<file path="src/rtl/pixel_tonemap_rational_core_macros.svh">
// Assertion helpers used by the top-level RTL file.
`ifndef PIXEL_TONEMAP_RATIONAL_CORE_MACROS_SVH
`define PIXEL_TONEMAP_RATIONAL_CORE_MACROS_SVH

// The consequent must hold in the same cycle as the antecedent.
`define TRC_ASSERT_NOW(label, ante, cons) \
    label: assert property (@(posedge clk) disable iff (!rst_n) (ante) |-> (cons)) \
        else $error("tonemap check failed");

// The consequent must hold in the cycle after the antecedent.
`define TRC_ASSERT_NEXT(label, ante, cons) \
    label: assert property (@(posedge clk) disable iff (!rst_n) (ante) |=> (cons)) \
        else $error("tonemap check failed");

`endif

</file>
<file path="src/rtl/trc_pkg.sv">
package trc_pkg;

    localparam int CHANNEL_BITS = 32;
    localparam int COEF_BITS    = 32;
    localparam int LUMA_SHIFT   = 16;
    localparam int LUMA_W_BITS  = 16;
    localparam logic [LUMA_W_BITS-1:0] LUMA_R = 16'd13933;
    localparam logic [LUMA_W_BITS-1:0] LUMA_G = 16'd46871;
    localparam logic [LUMA_W_BITS-1:0] LUMA_B = 16'd4732;
    localparam int LANES = 3;

    typedef enum logic [2:0] {
        CFG_MODE       = 3'd0,
        CFG_NUM_SQUARE = 3'd1,
        CFG_NUM_LINEAR = 3'd2,
        CFG_NUM_CONST  = 3'd3,
        CFG_DEN_SQUARE = 3'd4,
        CFG_DEN_LINEAR = 3'd5,
        CFG_DEN_CONST  = 3'd6
    } cfg_index_t;

    typedef struct packed {
        logic signed [COEF_BITS-1:0] num_square;
        logic signed [COEF_BITS-1:0] num_linear;
        logic signed [COEF_BITS-1:0] num_const;
        logic signed [COEF_BITS-1:0] den_square;
        logic signed [COEF_BITS-1:0] den_linear;
        logic signed [COEF_BITS-1:0] den_const;
    } coef_set_t;

    localparam coef_set_t COEF_RESET = '{
        num_square: 32'sd59218,
        num_linear: 32'sd1180,
        num_const:  32'sd0,
        den_square: 32'sd57331,
        den_linear: 32'sd23200,
        den_const:  32'sd9175
    };

    typedef struct packed {
        logic bad;
        logic zero;
        logic sat;
    } lane_flags_t;

    typedef struct packed {
        logic [CHANNEL_BITS-1:0] red_in;
        logic [CHANNEL_BITS-1:0] green_in;
        logic [CHANNEL_BITS-1:0] blue_in;
    } pixel_t;

    typedef struct packed {
        logic [CHANNEL_BITS-1:0] red_out;
        logic [CHANNEL_BITS-1:0] green_out;
        logic [CHANNEL_BITS-1:0] blue_out;
        logic                    bad_denominator;
    } result_t;

endpackage

</file>
<file path="src/rtl/trc_luma.sv">
module trc_luma (
    input  logic                              clk,
    input  logic                              en,
    input  trc_pkg::pixel_t                   pixel,
    output logic [trc_pkg::CHANNEL_BITS-1:0]  luma
);
    import trc_pkg::*;

    localparam int PB = CHANNEL_BITS + LUMA_W_BITS;

    logic [PB-1:0]           pr_reg, pg_reg, pb_reg;
    logic [PB+1:0]           sum;
    logic [CHANNEL_BITS-1:0] lum_reg, lum_d_reg;

    assign sum = (PB+2)'(pr_reg) + (PB+2)'(pg_reg) + (PB+2)'(pb_reg);

    always_ff @(posedge clk)
    begin
        if (en)
        begin
            pr_reg    <= PB'(pixel.red_in) * PB'(LUMA_R);
            pg_reg    <= PB'(pixel.green_in) * PB'(LUMA_G);
            pb_reg    <= PB'(pixel.blue_in) * PB'(LUMA_B);
            lum_reg   <= sum[LUMA_SHIFT +: CHANNEL_BITS];
            lum_d_reg <= lum_reg;
        end
    end

    assign luma = lum_d_reg;

endmodule

</file>
<file path="config.mk">
export PLATFORM = sky130hd
export DESIGN_NAME = trc_luma
export DESIGN_NICKNAME = d
export VERILOG_FILES = /design/src/rtl/pixel_tonemap_rational_core_macros.svh /design/src/rtl/trc_pkg.sv /design/src/rtl/trc_luma.sv
export SDC_FILE = /design/constraint.sdc
export NUM_CORES = 2
export LEC_CHECK = 0
export ABC_AREA = 1
export CORE_UTILIZATION = 50
export DETAILED_ROUTE_END_ITERATION = 12
export DONT_BUFFER_PORTS = 1
export HOLD_SLACK_MARGIN = 0.03
export SLEW_MARGIN = 20
export SYNTH_ARGS = -nofsm -noshare
export SYNTH_HDL_FRONTEND = slang
export SYNTH_SLANG_ARGS = --single-unit
</file>
<file path="constraint.sdc">
create_clock -name clk -period 6.6 [get_ports clk]
set_input_delay 0.99 -clock clk [delete_from_list [all_inputs] [get_ports clk]]
set_output_delay 0.99 -clock clk [all_outputs]
set_load 0.05 [all_outputs]
</file>
-- After elaboration in Yosys (flattened, before gate mapping)
Index checks and enable logic that the tools add are counted.
- word-level logic and storage cells: 10
- output and inout bits: 32
- register bits after elaboration: 201
- input bits: 98
- multiply operators: 3
- add/sub/neg operators: 2
- operators by type and width (kind ; number):
    46-bit by 48-bit adder with 48-bit output ; 1
    48-bit by 45-bit adder with 48-bit output ; 1
    32-bit by 16-bit multiplier with 48-bit output (second input constant) ; 1
    32-bit by 14-bit multiplier with 46-bit output (second input constant) ; 1
    32-bit by 11-bit multiplier with 43-bit output (second input constant) ; 1

-- Depth between registers and ports, before layout
- depth in word-level cells: 2
- mapped depth: 25
- gate-level depth less buffers: 25

-- Worst setup path after synthesis
No wires, ideal clock.
- kind: input -> register
- from: in pixel[66] (netlist name)
- to: reg pr_reg[45], data pin
- buffers on the path: 0
- data required time: 6347 ps
- data arrival time: 5059 ps
- stages on the path: 23
- setup time: 253 ps
- slack: 1288 ps
- path through: ha_1 > xor2_1 > ha_1 > or2_2 > fa_1 > fa_1 > fa_1 > inv_1 > fa_1 > inv_1 > ha_1 > nand2_1 > inv_1 > a21oi_1 > inv_1 > nand2_1 > nand2_1 > nand2_1 > nand2_1 > nand2_1 > nand3_1 > nand2_1 > nand2_1
- cells in the longest elaborated chain, start to end: 1
- RTL lines (what ; RTL line ; text):
    start, declared ; trc_luma.sv:4 ; input trc_pkg::pixel_t pixel,
    32-bit by 14-bit multiplier with 46-bit output ; trc_luma.sv:21 ; pr_reg <= PB'(pixel.red_in) * PB'(LUMA_R);
    end signal, assigned ; trc_luma.sv:21 ;
    end, declared ; trc_luma.sv:11 ; logic [PB-1:0] pr_reg, pg_reg, pb_reg;
No other way between the ends.
A chain may end at the register's enable or synchronous reset.

-- Final worst setup path
- from: in pixel[76] (netlist name)
- to: reg pr_reg[43], data pin
The elaborated chain is that of the path after synthesis.

==> flow_summary.json <==
{
  "status": "finished clean",
  "cp_max_fo": 5,
  "synth_top_area_share_pct": 29.8,
  "yosys-top-cells-area": "fa_1 (30%), ha_1 (19%), edfxtp_1 (16%)",
  "cap_violations": 0,
  "synth.largest_area_cell": "fa_1",
  "rows": 100,
  "cts.path.max_buffers": 3,
  "coreArea_um2": 74900,
  "dp_hpwl_um": 90000,
  "fp.dieW_um": 278,
  "crit_chain": "ha_1, xnor2_1, inv_1, ha_1, inv_1, nand2_1, fa_1, fa_1, fa_1, inv_1, fa_1, inv_1, ha_1, a21oi_1, o21ai_0, a21oi_1, nand3_2, nand2_1, nand2_1, nand2_1, nand2_1",
  "critPathMaxStageDelay_ns": 0.53,
  "ys_seq_area_share_pct": 15.8,
  "clockRootBuffer": "clkbuf_16",
  "path_class": "input port to register",
  "cp-end-kind": "register",
  "syn_to_final_growth_pct": 5.02,
  "cp.arrival_ns": 5.64,
  "num-nets-final": 5685,
  "initialDrtViolationCount": 1942,
  "worst_pin_slew_ns": 0.609,
  "dpl_cell_area_um2": 39300,
  "cp_slowest_cell": "fa_1",
  "synth_top_family_by_area": "adder cells",
  "grt_usage_pct": 26.6,
  "cts_resized": 0,
  "cts_setup_buffers": 0,
  "min_period_over_period_pct": 81.4,
  "slew_headroom_pct": 59.2,
  "syn_inst": 4427,
  "whs_ns": 0.419,
  "drt-total-wl_um": 99000,
  "required_ns": 6.87,
  "clock_latency_ns": 0.53,
  "design_area_um2": 40000,
  "grt_pass1_wl_um": 160000,
  "die_h_um": 278,
  "finalSetupViolCount": 0,
  "largest_reg_flops": 48,
  "finalClockSkew_ns": 0.0129,
  "drive_above_1_share_pct": 2.80,
  "synthAdderAreaFrac_pct": 48.4,
  "hold_class": "register to register",
  "grt_pass1_vias": 28500,
  "ys_warn_count": 0,
  "io_buffers": 0,
  "period_minus_slack_ns": 5.37,
  "synth-async-reset-ratio_pct": 0,
  "vias_per_cell": 5.14,
  "timing.critical_path.mode_cell": "nand2_1",
  "numCtsBuffers": 22,
  "wl_per_cell_um": 18.2,
  "grt-ovfl-total": 0,
  "ctsHoldBuffers": 0,
  "synthFlopType": "edfxtp_1",
  "cts-htree-levels": 1,
  "finalHoldViolations": 0,
  "synth_edf_count": 201,
  "clkTransAtPathRegs_ns": 0.06,
  "muxShareOfSynthArea_pct": 0,
  "synth_cell_types": 38,
  "slew_viol_final": 0,
  "cts_tree": "built",
  "antenna_left": 0,
  "synthXorXnorAreaFrac_pct": 3.42,
  "drt-pass1-iter-count": 7,
  "setup-tns-final_ns": 0,
  "antenna_cells": 0,
  "syn_area_um2": 38100,
  "io_pins": 130,
  "dieArea_um2": 77400,
  "rsz0062_at_grt": "false",
  "antenna_found_initial": 0,
  "vias": 27900,
  "cts.sinks": 201,
  "ys_seq_elements": 201,
  "syn_area_per_cell_um2": 8.61,
  "startpoint_type": "input port",
  "synth_compound_area_share_pct": 5.81,
  "initial_core_util_pct": 50.9,
  "gp_congestion": 0.976,
  "grt_max_degree": 202,
  "fmax_ghz": 0.186,
  "synth_fp_nets": 5661,
  "synth-simple-area-share_pct": 15.4,
  "drcViolationCount": 0
}
through the flow:
step	utilization, %	worst slack (ns)	cells
after floorplan	-	1.29	4427
after global placement	52.5	0.727	5396
after detailed placement	52.5	0.773	5396
after CTS	53.4	1.28	5436
after global routing	53.4	0.954	5436
final	53.4	1.23	5436
worst max-delay path, delay by kind of cell:
family / cells / cell delay [ns]
compound gates: 3 / 0.73
fa+ha+maj: 7 / 2.81
buf+inv: 4 / 0.24
simple gates: 6 / 0.51
xor+xnor: 1 / 0.38
cells by family after synthesis:
group / Yosys count
and+or+nand+nor: 1393
adders and majority gates: 1136
buffers and inverters: 1129
AOI/OAI and AO/OA: 419
DFF: 201
xor gates and xnor gates: 149
per-layer routing:
layer  wire length [um]  up-vias  GRT usage, %
met5                  0        -             0
met4                923        0          2.68
met3               6380       53          3.89
met2              41800      742          40.0
met1              49900    13400          41.6
li1                   -    13700             -
cell usage after synthesis, types with 28 or more instances:
cell type	count
a21oi_1	235
edfxtp_1	201
fa_1	567
ha_1	569
inv_1	1123
nand2_1	854
nand2_2	28
nand3_1	127
nand4_1	34
nor2_1	271
o21ai_0	123
xnor2_1	46
xor2_1	103
final timing paths:
kind / start / to / slack, ns / cells past startpoint
worst max-delay path: pixel[76] / pr_reg[43]$_DFFE_PP_ / 1.23 / 21
worst min-delay path: lum_reg[5]$_DFFE_PP_ / luma[5]$_DFFE_PP_ / 0.42 / 0
worst max register to register: pb_reg[8]$_DFFE_PP_ / lum_reg[2]$_DFFE_PP_ / 3.60 / 9
worst min register to register: lum_reg[5]$_DFFE_PP_ / luma[5]$_DFFE_PP_ / 0.42 / 0
cell type report:
type	instances	area [um^2]
Multi-Input combinational cell	3097	27900
Clock inverter	13	113
Tap cell	969	1210
Clock buffer	27	591
Sequential cell	201	6040
Fill cell	7126	34900
Inverter	1129	4240
cells in the final DEF, fill, tap and decap left out, types with 2 or more instances in the layout:
cell        Yosys  final
nor2_1        271    271
nor3_2          4      4
inv_6           0      2
clkinv_4        0      2
nor2_2         17     17
ha_1          569    569
nand2_2        28     28
o21ai_0       123    123
nand3b_1        5      5
nand4_1        34     34
a31oi_1        10     10
clkinvlp_4      0      3
edfxtp_1      201    201
o21a_1          8      8
nand3_1       127    127
inv_1        1123   1123
nor3_1         14     14
nor2_4          7      7
clkinv_2        0      5
nand3b_2        2      2
nand2_1       854    854
and2_1          2      2
xnor2_1        46     46
o21ai_1        10     10
and2_4          2      2
a21oi_1       235    235
inv_2           6      6
a21boi_0        2      2
clkbuf_16       0     23
o21bai_1       17     17
nand3_2        16     16
or2_0           2      2
or2_2           4      4
fa_1          567    567
a21o_1         11     11
xor2_1        103    103
clkbuf_1        0      4
Power is not shown: default switching activity piles up to over one toggle a cycle in this logic, so the estimate is an artifact.
